## src/rtl/nsfp_pkg.sv

```systemverilog
package nsfp_pkg;

	// Default and fixed widths of the request and result fields.
	localparam int COUNT_BITS_DEF = 32;
	localparam int LARGER_BITS    = 32;
	localparam int SMALLER_BITS   = 16;

	// Width of the microprogram step counter.
	localparam int PC_BITS = 3;

	// Datapath operations selected by the control word.
	typedef enum logic [2:0] {
		OP_NOP,
		OP_SQRT,
		OP_SETC,
		OP_DINIT,
		OP_DIV,
		OP_DEC,
		OP_DONE
	} op_t;

	// Jump conditions evaluated by the sequencer.
	typedef enum logic [1:0] {
		J_NEXT,
		J_LOOP,
		J_FOUND,
		J_ALWAYS
	} jump_t;

	// One control word of the microprogram.
	typedef struct packed {
		op_t                op;
		jump_t              jump;
		logic [PC_BITS-1:0] target;
		logic               last;
	} ucode_t;

	// Control from the sequencer to the datapath.
	typedef struct packed {
		logic load;
		op_t  op;
	} ctrl_t;

	// Status from the datapath to the sequencer.
	typedef struct packed {
		logic cnt_zero;
		logic found;
	} status_t;

	// Step addresses of the microprogram.
	localparam logic [PC_BITS-1:0] PC_SQRT  = 3'd0;
	localparam logic [PC_BITS-1:0] PC_SETC  = 3'd1;
	localparam logic [PC_BITS-1:0] PC_DINIT = 3'd2;
	localparam logic [PC_BITS-1:0] PC_DIV   = 3'd3;
	localparam logic [PC_BITS-1:0] PC_TEST  = 3'd4;
	localparam logic [PC_BITS-1:0] PC_DEC   = 3'd5;
	localparam logic [PC_BITS-1:0] PC_DONE  = 3'd6;

	// The microprogram: square root, then trial division stepping the candidate down.
	function automatic ucode_t ucode(input logic [PC_BITS-1:0] pc);
		ucode_t w;
		unique case (pc)
			PC_SQRT:  w = '{op: OP_SQRT,  jump: J_LOOP,   target: PC_SQRT,  last: 1'b0};
			PC_SETC:  w = '{op: OP_SETC,  jump: J_NEXT,   target: PC_SQRT,  last: 1'b0};
			PC_DINIT: w = '{op: OP_DINIT, jump: J_NEXT,   target: PC_SQRT,  last: 1'b0};
			PC_DIV:   w = '{op: OP_DIV,   jump: J_LOOP,   target: PC_DIV,   last: 1'b0};
			PC_TEST:  w = '{op: OP_NOP,   jump: J_FOUND,  target: PC_DONE,  last: 1'b0};
			PC_DEC:   w = '{op: OP_DEC,   jump: J_ALWAYS, target: PC_DINIT, last: 1'b0};
			PC_DONE:  w = '{op: OP_DONE,  jump: J_NEXT,   target: PC_SQRT,  last: 1'b1};
			default:  w = '{op: OP_NOP,   jump: J_NEXT,   target: PC_SQRT,  last: 1'b1};
		endcase
		return w;
	endfunction

endpackage

```

## src/rtl/nsfp_seq.sv

```systemverilog
module nsfp_seq
	import nsfp_pkg::*;
(
	input  logic    clk,
	input  logic    arst_n,
	input  logic    start,
	input  status_t status,
	output ctrl_t   ctrl,
	output logic    busy
);

	logic [PC_BITS-1:0] pc_q;
	logic               busy_q;
	logic [PC_BITS-1:0] pc_next;
	ucode_t             uw;

	// Fetch the control word of the current step.
	assign uw = ucode(pc_q);

	// Next step address from the jump condition.
	always_comb begin
		unique case (uw.jump)
			J_NEXT:   pc_next = pc_q + PC_BITS'(1);
			J_LOOP:   pc_next = status.cnt_zero ? pc_q + PC_BITS'(1) : uw.target;
			J_FOUND:  pc_next = status.found ? uw.target : pc_q + PC_BITS'(1);
			J_ALWAYS: pc_next = uw.target;
			default:  pc_next = PC_SQRT;
		endcase
	end

	// Step counter and busy flag.
	always_ff @(posedge clk or negedge arst_n) begin
		if (!arst_n) begin
			pc_q   <= PC_SQRT;
			busy_q <= 1'b0;
		end else if (!busy_q) begin
			if (start) begin
				pc_q   <= PC_SQRT;
				busy_q <= 1'b1;
			end
		end else begin
			pc_q <= pc_next;
			if (uw.last) begin
				busy_q <= 1'b0;
			end
		end
	end

	// Load a request while idle; drive datapath operations only while a request is in progress.
	assign ctrl.load = start & ~busy_q;
	assign ctrl.op   = busy_q ? uw.op : OP_NOP;
	assign busy      = busy_q;

endmodule

```

## src/rtl/nsfp_dp.sv

```systemverilog
module nsfp_dp
	import nsfp_pkg::*;
#(
	parameter int COUNT_BITS = COUNT_BITS_DEF
) (
	input  logic                    clk,
	input  logic                    arst_n,
	input  ctrl_t                   ctrl,
	input  logic [COUNT_BITS-1:0]   count,
	output status_t                 status,
	output logic                    done,
	output logic [LARGER_BITS-1:0]  larger_factor,
	output logic [SMALLER_BITS-1:0] smaller_factor
);

	localparam int CAND_BITS = (COUNT_BITS + 1) / 2;
	localparam int SQ_STEPS  = (COUNT_BITS + 1) / 2;
	localparam int CNT_W     = $clog2(COUNT_BITS);

	logic [COUNT_BITS-1:0]   n_q;
	logic [COUNT_BITS-1:0]   rad_q;
	logic [COUNT_BITS-1:0]   root_q;
	logic [COUNT_BITS-1:0]   quo_q;
	logic [CAND_BITS:0]      rem_q;
	logic [CAND_BITS-1:0]    cand_q;
	logic [CNT_W-1:0]        cnt_q;
	logic                    done_q;
	logic [LARGER_BITS-1:0]  larger_q;
	logic [SMALLER_BITS-1:0] smaller_q;

	logic [COUNT_BITS-1:0]   sq_bit;
	logic [COUNT_BITS-1:0]   sq_trial;
	logic                    sq_take;
	logic [CAND_BITS:0]      div_shift;
	logic [CAND_BITS:0]      div_diff;
	logic                    div_take;
	logic [CAND_BITS-1:0]    root_cand;

	// One step of the bitwise square root: test root plus the current bit.
	assign sq_bit   = COUNT_BITS'(1) << {cnt_q, 1'b0};
	assign sq_trial = root_q + sq_bit;
	assign sq_take  = rad_q >= sq_trial;

	// One step of restoring division: shift in the next dividend bit.
	assign div_shift = {rem_q[CAND_BITS-1:0], quo_q[COUNT_BITS-1]};
	assign div_diff  = div_shift - {1'b0, cand_q};
	assign div_take  = div_shift >= {1'b0, cand_q};

	// The first candidate is the root, but never below one.
	assign root_cand = (root_q[CAND_BITS-1:0] == '0) ? CAND_BITS'(1)
		: root_q[CAND_BITS-1:0];

	// Working registers of the datapath.
	always_ff @(posedge clk) begin
		if (ctrl.load) begin
			n_q    <= count;
			rad_q  <= count;
			root_q <= '0;
			cnt_q  <= CNT_W'(SQ_STEPS - 1);
		end else begin
			unique case (ctrl.op)
				OP_SQRT: begin
					if (sq_take) begin
						rad_q  <= rad_q - sq_trial;
						root_q <= (root_q >> 1) + sq_bit;
					end else begin
						root_q <= root_q >> 1;
					end
					cnt_q <= cnt_q - CNT_W'(1);
				end
				OP_SETC: begin
					cand_q <= root_cand;
				end
				OP_DINIT: begin
					rem_q <= '0;
					quo_q <= n_q;
					cnt_q <= CNT_W'(COUNT_BITS - 1);
				end
				OP_DIV: begin
					rem_q <= div_take ? div_diff : div_shift;
					quo_q <= {quo_q[COUNT_BITS-2:0], div_take};
					cnt_q <= cnt_q - CNT_W'(1);
				end
				OP_DEC: begin
					cand_q <= cand_q - CAND_BITS'(1);
				end
				OP_DONE: begin
					larger_q  <= LARGER_BITS'(quo_q);
					smaller_q <= SMALLER_BITS'(cand_q);
				end
				default: begin
				end
			endcase
		end
	end

	// Result strobe, high for one cycle.
	always_ff @(posedge clk or negedge arst_n) begin
		if (!arst_n) begin
			done_q <= 1'b0;
		end else begin
			done_q <= (ctrl.op == OP_DONE);
		end
	end

	// Status for the sequencer's jumps.
	assign status.cnt_zero = (cnt_q == '0);
	assign status.found    = (rem_q == '0) || (cand_q == CAND_BITS'(1));

	assign done           = done_q;
	assign larger_factor  = larger_q;
	assign smaller_factor = smaller_q;

endmodule

```

## src/rtl/nearest_square_factor_pair.sv

```systemverilog
// Channel   Ports                              Handshake
// request   count                              taken when start is high and busy is low
// result    larger_factor, smaller_factor      valid for one cycle while done is high
//
// A request tries candidates from the root downward; for each one the bit-serial divider
// produces one quotient bit a cycle.
// Reset clears the sequencer and the result strobe; the datapath registers are not reset.
// The receiver cannot stall: each result is shown for exactly one cycle.
// A new request may be taken in the cycle that its predecessor's result is shown.
module nearest_square_factor_pair
	import nsfp_pkg::*;
#(
	parameter int COUNT_BITS = COUNT_BITS_DEF
) (
	input  logic                    clk,
	input  logic                    arst_n,
	input  logic                    start,
	output logic                    busy,
	input  logic [COUNT_BITS-1:0]   count,
	output logic                    done,
	output logic [LARGER_BITS-1:0]  larger_factor,
	output logic [SMALLER_BITS-1:0] smaller_factor
);

	ctrl_t   ctrl;
	status_t status;

	// Microprogram sequencer.
	nsfp_seq u_seq (
		.clk    (clk),
		.arst_n (arst_n),
		.start  (start),
		.status (status),
		.ctrl   (ctrl),
		.busy   (busy)
	);

	// Square root and division datapath.
	nsfp_dp #(
		.COUNT_BITS (COUNT_BITS)
	) u_dp (
		.clk            (clk),
		.arst_n         (arst_n),
		.ctrl           (ctrl),
		.count          (count),
		.status         (status),
		.done           (done),
		.larger_factor  (larger_factor),
		.smaller_factor (smaller_factor)
	);

`ifndef ASSERT_OFF
	// A result only follows a cycle in which a request was in progress.
	a_done_after_busy: assert property (@(posedge clk) disable iff (!arst_n)
		done |-> $past(busy))
		else $error("result strobe without a request in progress");

	// The sequencer is free again when the result is shown.
	a_idle_on_done: assert property (@(posedge clk) disable iff (!arst_n)
		done |-> !busy)
		else $error("busy still high with the result strobe");

	// A taken request makes the block busy.
	a_busy_after_start: assert property (@(posedge clk) disable iff (!arst_n)
		(start && !busy) |=> busy)
		else $error("request taken but block not busy");

	// The smaller factor is never zero.
	a_nonzero_factor: assert property (@(posedge clk) disable iff (!arst_n)
		done |-> (smaller_factor != '0))
		else $error("zero smaller factor");
`endif

endmodule
```

## config.mk

```make
export PLATFORM = sky130hd
export DESIGN_NAME = nearest_square_factor_pair
export DESIGN_NICKNAME = d
export VERILOG_FILES = /design/src/rtl/nsfp_pkg.sv /design/src/rtl/nsfp_seq.sv /design/src/rtl/nsfp_dp.sv /design/src/rtl/nearest_square_factor_pair.sv
export SDC_FILE = /design/constraint.sdc
export NUM_CORES = 1
export LEC_CHECK = 0
export BUFFER_PORTS_ARGS = -buffer_cell sky130_fd_sc_hd__buf_4
export CAP_MARGIN = 20
export CORE_ASPECT_RATIO = 0.75
export CORE_UTILIZATION = 45
export DETAILED_ROUTE_END_ITERATION = 6
export PLACE_DENSITY = 0.74
export SYNTH_ARGS = -nofsm -noshare
export SYNTH_HDL_FRONTEND = slang
export SYNTH_SLANG_ARGS = --single-unit
export TNS_END_PERCENT = 100
```

## constraint.sdc

```tcl
create_clock -name clk -period 7.13 [get_ports clk]
set_clock_uncertainty 0.05 [all_clocks]
set_input_delay 1.426 -clock clk [delete_from_list [all_inputs] [get_ports clk]]
set_output_delay 1.426 -clock clk [all_outputs]
set_load 0.02 [all_outputs]
```

# Word level (Yosys, flattened, before mapping)
# Index checks and enable logic that the tools add are counted.
# Widths: inputs -> output; s select.
# op_classes
n_eq_ne	16
shift	1
n_addsub	7
order_cmp	2
bitwise_logic	3
n_reduce_logical	17
muxes	20
# ops
operator	n
$mux 32	4
$pmux 32 s2	1
$pmux 9 s7	1
$pmux 17 s2	1
$add 31x32->32	1
$add 32x32->32	1
$ge 32x32->1	1
$pmux 16 s2	1
$shl 1x6->32 const A	1
$sub 32x32->32	1
$eq 3x3->1 const B	6
$ge 17x16->1	1
$logic_not 17->1	1
$mux 17	1
$sub 17x16->17	1
$eq 16x1->1 const B	1
$logic_not 16->1	1
$mux 16	1
$sub 16x1->16 const B	1
$mux 3	5
$eq 3x2->1 const B	4
$pmux 3 s4	1
$reduce_bool 2->1	6
$pmux 5 s2	1
14 further kinds	22
# totals
in_bits	35
ff_bits	219
word_cells	78

# Longest topological paths before layout
# Gate-level depths: netlist of run 1.
# logic_depth
depth_word	6
ltp_mapped	27
ltp_nobuf	25

# Hierarchy
# From an unflattened synthesis of run 1, not the netlist that was laid out.
# hier_totals
cells_unflattened	1493
hier_area_um2	14064.7
# modules_own_cells
mod	seq_area_each_um2	n_inst	area_per_inst_um2	cells_each
nsfp_dp	6080.8	1	13565.5	1426
nsfp_seq	100.1	1	499.2	67

# Least setup slack after synthesis of run 1
# No wires, ideal clock.
# synth_path
path_kind	register to register
from	register u_dp.cnt_q[0]
to	register u_dp.rad_q[0], enable pin
period_less_slack_ps	6983
n_path_buf	2
arrival_time_ps	6468
slack_ps	147
setup_time_ps	466
required_ps	6614
path_stages_with_launch	23
cell_sequence	dfxtp_1 -> inv_1 -> ha_1 -> nand2_1 -> inv_1 -> ha_1 -> and2_1 -> maj3_1 -> o31ai_2 -> o211ai_1 -> a31oi_1 -> o21ai_1 -> a31o_2 -> xnor2_1 -> ha_1 -> nand3_1 -> nor2_1 -> and3_1 -> o2bb2ai_1 -> o21a_1 -> buf_2 -> clkbuf_1 -> o21ai_0
# synth_via
elab_chain_len	5
# synth_rtl
item	line_no	source
start, declared	nsfp_dp.sv:26	logic [CNT_W-1:0] cnt_q;
start signal, assigned	nsfp_dp.sv:59	cnt_q <= CNT_W'(SQ_STEPS - 1);
start signal, assigned	nsfp_dp.sv:69	cnt_q <= cnt_q - CNT_W'(1);
start signal, assigned	nsfp_dp.sv:77	cnt_q <= CNT_W'(COUNT_BITS - 1);
$shl 1x6->32	nsfp_dp.sv:40	assign sq_bit = COUNT_BITS'(1) << {cnt_q, 1'b0};
$add 32x32->32	nsfp_dp.sv:41	assign sq_trial = root_q + sq_bit;
$ge 32x32->1	nsfp_dp.sv:42	assign sq_take = rad_q >= sq_trial;
$reduce_bool 2->1 (no source line)	n/a	
$reduce_and 2->1 (no source line)	n/a	
end signal, assigned	nsfp_dp.sv:57	rad_q <= count;
end signal, assigned	nsfp_dp.sv:64	rad_q <= rad_q - sq_trial;
end, declared	nsfp_dp.sv:21	logic [COUNT_BITS-1:0] rad_q;
# No other way between the ends.
# A chain may end at the register's enable or synchronous reset.

# Final worst setup path of run 1
# layout_path
from	register u_dp.cnt_q[3]
to	register u_dp.root_q[3]
# layout_via
elab_chain_len	4
word_cells_on_any_way	5
# layout_rtl
item	line_no	source
$shl 1x6->32 (*)	nsfp_dp.sv:40	
$add 32x32->32	nsfp_dp.sv:41	
$ge 32x32->1	nsfp_dp.sv:42	
$mux 32 (*)	nsfp_dp.sv:63	if (sq_take) begin
end signal, assigned	nsfp_dp.sv:65	root_q <= (root_q >> 1) + sq_bit;
end signal, assigned	nsfp_dp.sv:67	root_q <= root_q >> 1;
end, declared	nsfp_dp.sv:22	logic [COUNT_BITS-1:0] root_q;
# Mark *: on every way between the ends. The rest lies on a longest branch, timed or not.

==> flow_summary.toml, run 1 <==
[status]
outcome = "finished clean"

[layout]
register_area_um2 = 6180
fill_cells = 2588
final_nets = 1637
drive_gt1_frac = 0.112
diodes = 0
design_area_um2 = 15500
syn_to_final_growth_pct = 13.0
multiInputGateArea_um2 = 7090

[cts]
path_clk_slew_ns = 0.06
root_buffer = "clkbuf_16"
cts_resized = 0
postCtsHoldBufs = 0
clockBufferDepth = 3
htreeDepth = 1
clock-sinks = 219
clock_latency_ns = 0.54
cts_tree = "done"
cts_buffers = 24
cts_setup_buffers = 0

[worst_setup_path]
worstPathArrival_ns = 6.63
required_ns = 7.51
path_class = "reg -> reg"
startpoint_type = "register"
r2r_slack_ns = 0.88
end_kind = "register"
path_max_fanout = 23

[synth]
synth_edf_count = 177
yosysWarnings = 0
synth_top_area_frac = 0.388
syn-num-nets = 1581
avgSynthCellArea_um2 = 9.42
async_reset_ff_frac = 0.0228
syn-instance-count = 1454
yosys-top-cells-area = "edfxtp_1, ha_1, nand2_1"
yosysMostFrequentCell = "nand2_1"
yosysSeqAreaShare = 0.451
yosysTopAreaCell = "edfxtp_1"
ys.flop_type = "edfxtp_1"
ys_types = 73
synthesis.area_um2 = 13700
synth_seq_cells = 219
yosys-top-cells-count = "nand2_1, edfxtp_1, nor2_1"

[grt]
grt_max_degree = 57
grt_pass1_vias = 10000
overflow = 0
grt_usage = 0.219
grt_pass1_wl_mm = 54.8
antenna_found_initial = 0

[placement]
gp_congestion = 0.971
port-buffer-count = 84
dpl_cell_area_um2 = 14700
pre_cts_ws_ns = 1.00
hpwl_mm = 24.9

[min_path]
hp-class = "reg -> reg"

[floorplan]
die-area_um2 = 31100
fp-row-count = 54
ios = 85
die_h_um = 153
die_w_um = 203
start_util = 0.464
coreArea_um2 = 29500

[sta]
worst_pin_slew_ns = 1.01
finalWorstSetupSlack_ns = 0.876
hold_violations = 0
timing.setup.tns_ns = 0
slew_headroom = 0.326
setup_viol = 0
finalCritPeriodShare = 0.877
fin_hold_ws_ns = 0.395
maxSlewViolCount = 0
period_minus_slack_ns = 6.25
fmax_mhz = 160
rsz0062_at_grt = "no"

[routing]
first_pass_iters = 5
remaining_drc_errors = 0
viasPerCell = 5.84
post_drt_wl_per_cell_um = 17.9
drt_iter0_markers = 1247
drt_wl_total_mm = 34.3
num_vias = 11200
antenna_left = 0

[power_and_ir_drop]
p_switching_mw = 3.11
powerDensity_nw_per_um2 = 461
cellLeakagePower_nw = 5.98
combPwrFrac = 0.508
seqPwrFrac = 0.317
netSwitchingFraction = 0.435
vdd_drop_max_uv = 297
power_frac_clock = 0.175
p_int_mw = 4.03

[flow_run]
max_cap_violations = 0
## final cells by class
class / count / area share
timing repair buffer: 95 / 0.0466
tap: 392 / 0.0317
clock inverter: 18 / 0.0108
sequential: 219 / 0.399
multi-input combinational: 1115 / 0.458
inverter: 55 / 0.0133
clock buffer: 26 / 0.0399
## state kept, by name, summed over array words and instances, names as in the netlist, 3 cells and up
name and count:
u_dp.larger_factor 32, u_dp.rem_q 17, u_dp.quo_q 32, u_dp.n_q 32, u_dp.rad_q 32, u_seq.pc_q 3
u_dp.cnt_q 5, u_dp.root_q 32, u_dp.cand_q 16, u_dp.smaller_factor 16
## metrics by stage
| step | power [mW] | util | instances |
|---|---|---|---|
| after floorplan | 4.94 | - | 1454 |
| after global placement | 5.73 | 0.497 | 1875 |
| after detailed placement | 5.83 | 0.497 | 1875 |
| after CTS | 7.11 | 0.524 | 1919 |
| after global routing | 7.66 | 0.524 | 1920 |
| final | 7.14 | 0.524 | 1920 |
## power by group through the flow
stage | clock network (mW) | logic [mW] | registers [mW]
after floorplan | 0 | 2.79 | 2.15
after global placement | 0 | 3.47 | 2.26
after detailed placement | 0 | 3.57 | 2.27
after CTS | 1.27 | 3.58 | 2.25
after global routing | 1.33 | 4.04 | 2.30
final | 1.25 | 3.62 | 2.26
## placed cells by master, fill, tap and decap left out, drive strengths merged, types with 27 or more instances in the layout
| master | synthesis | final |
|---|---|---|
| nand2 | 225 | 225 |
| edfxtp | 177 | 177 |
| nor2 | 125 | 125 |
| o21ai | 109 | 109 |
| a21oi | 96 | 96 |
| buf | 6 | 95 |
| ha | 90 | 90 |
| xnor2 | 58 | 58 |
| inv | 54 | 56 |
| dfxtp | 37 | 37 |
| xor2 | 36 | 36 |
| a31oi | 29 | 29 |
| and3 | 28 | 28 |
| nor3 | 27 | 27 |
## worst paths after layout
path	from	end	cells past startpoint
max in group asynchronous	arst_n	u_seq.busy	1
hold reg to reg	u_dp.quo_q[5]	u_dp.larger_factor[5]	0
setup reg to reg	u_dp.cnt_q[3]	u_dp.root_q[3]	23
setup / recovery	u_dp.cnt_q[3]	u_dp.root_q[3]	23
hold / removal	u_dp.quo_q[5]	u_dp.larger_factor[5]	0
min in group asynchronous	arst_n	u_seq.pc_q[0]	1
## kinds of logic after synthesis
group                    Yosys count  share of synthesized area
AND/OR/NAND/NOR                  527                      0.176
AO/OA/AOI/OAI                    380                      0.177
buffers and inverters            120                     0.0343
multiplexers                      19                     0.0139
adder cells (fa/ha/maj)           95                     0.0873
XOR/XNOR                          94                     0.0601
flip-flops                       219                      0.451
## per-layer routing
layer	track usage	share of wire	vias up
met1	0.352	0.50	5297
met4	0.0483	0.017	0
li1	-	-	5440
met5	0	0	-
met3	0.0343	0.078	49
met2	0.302	0.41	420
## critical path, cell delays in order, from the launching register on
cell	delay (ns)
dfxtp_1	0.42
nor3_1	0.30
nand2_1	0.20
inv_1	0.20
ha_1	0.19
ha_1	0.21
nand2_1	0.09
a2111o_1	0.45
a21oi_1	0.23
o21ai_0	0.15
a21oi_1	0.27
o21ai_0	0.14
xor2_1	0.18
ha_1	0.38
o21a_1	0.21
o211ai_1	0.28
o21ai_0	0.18
o21a_1	0.19
o21ai_0	0.26
o21a_1	0.73
buf_4	0.36
nor3_1	0.10
xnor2_1	0.13
a211oi_1	0.25
Note: power is estimated with default switching activity, not from simulation.
==> run 2, diff against run 1 <==
--- a/config.mk
+++ b/config.mk
@@ -5,6 +5,7 @@
 export SDC_FILE = /design/constraint.sdc
 export NUM_CORES = 1
 export LEC_CHECK = 0
+export ABC_AREA = 1
 export BUFFER_PORTS_ARGS = -buffer_cell sky130_fd_sc_hd__buf_4
 export CAP_MARGIN = 20
 export CORE_ASPECT_RATIO = 0.75
==> run 2 against run 1 <==
Effect of this change:
- the run now ends with design-rule violations left
- core utilization is 0.82 points lower
- final area rose by 8.2%
- register-to-register slack better by 0.59 ns
- highest routed layer unchanged
==> flow_summary.toml, run 2 <==
[status]
outcome = "finished, violations left"
violations = "design-rule violations"

[synth]
synth_seq_cells = 219
avgSynthCellArea_um2 = 7.56
yosysMostFrequentCell = "nand2_1"
yosysSeqAreaShare = 0.416
yosysTopAreaCell = "edfxtp_1"
ys.flop_type = "edfxtp_1"
yosys-top-cells-area = "edfxtp_1, nand2_1, ha_1"
yosys-top-cells-count = "nand2_1, inv_1, nor2_1"
syn-instance-count = 1964
synth_top_area_frac = 0.358
synthesis.area_um2 = 14900
ys_types = 50
synth_edf_count = 177
syn-num-nets = 2091
async_reset_ff_frac = 0.0228
yosysWarnings = 0

[routing]
num_vias = 13500
drt_wl_total_mm = 42.3
drt_iter0_markers = 1339
post_drt_wl_per_cell_um = 16.9
remaining_drc_errors = 1
first_pass_iters = 7
antenna_left = 0
viasPerCell = 5.40

[cts]
path_clk_slew_ns = 0.07
clock-sinks = 219
cts_tree = "done"
cts_resized = 0
postCtsHoldBufs = 0
cts_buffers = 24
cts_setup_buffers = 0
htreeDepth = 1
clock_latency_ns = 0.55
clockBufferDepth = 3
root_buffer = "clkbuf_16"

[floorplan]
fp-row-count = 57
die-area_um2 = 33700
start_util = 0.458
coreArea_um2 = 32400
die_h_um = 159
die_w_um = 212
ios = 85

[layout]
final_common_cell = "nand2_1"
drive_gt1_frac = 0.0785
syn_to_final_growth_pct = 12.7
design_area_um2 = 16700
diodes = 0
mostFrequentLayoutCells = "nand2_1, inv_1, nor2_1, edfxtp_1, o21ai_0"
fill_cells = 3193
register_area_um2 = 6180
final_nets = 2172
multiInputGateArea_um2 = 7620

[worst_setup_path]
required_ns = 7.26
worstPathArrival_ns = 5.80
path_max_fanout = 49
startpoint_type = "register"
path_class = "reg -> reg"
end_kind = "register"

[sta]
finalCritPeriodShare = 0.795
setup_viol = 0
worst_pin_slew_ns = 0.865
hold_violations = 0
maxSlewViolCount = 0
rsz0062_at_grt = "no"
fmax_mhz = 176
slew_headroom = 0.422
timing.setup.tns_ns = 0
period_minus_slack_ns = 5.67

[placement]
port-buffer-count = 84
gp_congestion = 0.980
hpwl_mm = 32.5
dpl_cell_area_um2 = 16000

[grt]
grt_max_degree = 80
overflow = 0
grt_usage = 0.250
grt_pass1_wl_mm = 66.5
antenna_found_initial = 0
grt_pass1_vias = 12500

[power_and_ir_drop]
powerDensity_nw_per_um2 = 440
cellLeakagePower_nw = 7.08
vdd_drop_max_uv = 280

[min_path]
hp-class = "reg -> reg"

[flow_run]
max_cap_violations = 0
[run 2: cell types whose count changed after synthesis, sizes merged, moves of 18 or more]
cell,delta
nand2,+356
inv,+184
nand3,+102
nor2,+69
clkbuf,-38
xnor2,-37
o21ai,+36
a21oi,+31
and3,-27
a31oi,-19
mux2i,-19
a211oi,-18
[run 2: layer usage]
layer | routed length [um] | global-route usage | vias up
met5 | 0 | 0 | -
met4 | 675 | 0.0487 | 0
met3 | 3900 | 0.0542 | 50
met2 | 17500 | 0.360 | 533
met1 | 20300 | 0.381 | 6216
li1 | - | - | 6730
[run 2: power breakdown]
part | internal (mW) | switching (mW)
registers | 1.94 | 0.309
logic | 1.27 | 2.59
clock network | 0.710 | 0.541
total | 3.93 | 3.44
[run 2: area by class of cell]
class,instances,share of cell area
multi-input cells,1468,0.455
flip-flops and latches,219,0.369
clock buffers,35,0.0407
clock inverters,9,0.00650
well taps,442,0.0330
repair buffers,93,0.0417
inverters,239,0.0536
[run 2: path summary, 6_finish.rpt]
| kind | startpoint | end | slack [ns] | depth (start not counted) |
|---|---|---|---|---|
| max | u_dp.cnt_q[3] | u_dp.rad_q[31] | 1.46 | 24 |
| min | u_dp.quo_q[28] | u_dp.larger_factor[28] | 0.40 | 0 |
| max reg2reg | u_dp.cnt_q[3] | u_dp.rad_q[31] | 1.46 | 24 |
| min reg2reg | u_dp.quo_q[28] | u_dp.larger_factor[28] | 0.40 | 0 |
| max in group asynchronous | arst_n | u_seq.pc_q[2] | 6.27 | 1 |
| min in group asynchronous | arst_n | u_seq.busy | 0.64 | 1 |
[run 2: through the flow]
step / power [mW] / hold slack, ns / cells / setup slack (ns) / util
global placement: 5.99 / 0.381 / 2461 / 1.78 / 0.492
finish: 7.36 / 0.402 / 2505 / 1.46 / 0.516
CTS: 7.31 / 0.400 / 2505 / 1.55 / 0.516
global route: 7.93 / 0.412 / 2505 / 0.851 / 0.516
floorplan: 5.01 / 0.377 / 1964 / 0.765 / -
detailed placement: 6.03 / 0.386 / 2461 / 1.63 / 0.492
[run 2: cells by family after synthesis]
group / after synthesis / share of synthesized area
AOI/OAI and AO/OA: 332 / 0.122
xor gates and xnor gates: 63 / 0.0371
adders and majority gates: 92 / 0.0785
buffers and inverters: 277 / 0.0719
DFF: 219 / 0.416
and+or+nand+nor: 981 / 0.274
[run 2: critical path: stages (launching register included)]
cell and delay (ns):
dfxtp_1 0.36, nor2_2 0.25, inv_1 0.20, nor2_1 0.42, ha_1 0.27, nand3_1 0.08, nand2_1 0.13, nand2_1 0.07
nand2_1 0.16, inv_1 0.07, o21ai_0 0.40, nand4_1 0.18, nand2_1 0.13, xor2_1 0.09, ha_1 0.35, nand2_1 0.13
nor2_1 0.20, inv_1 0.09, nor4_2 0.26, nand2_1 0.08, nand3_1 0.12, buf_4 0.46, nand2_2 0.19, nand2_1 0.11
buf_4 0.39
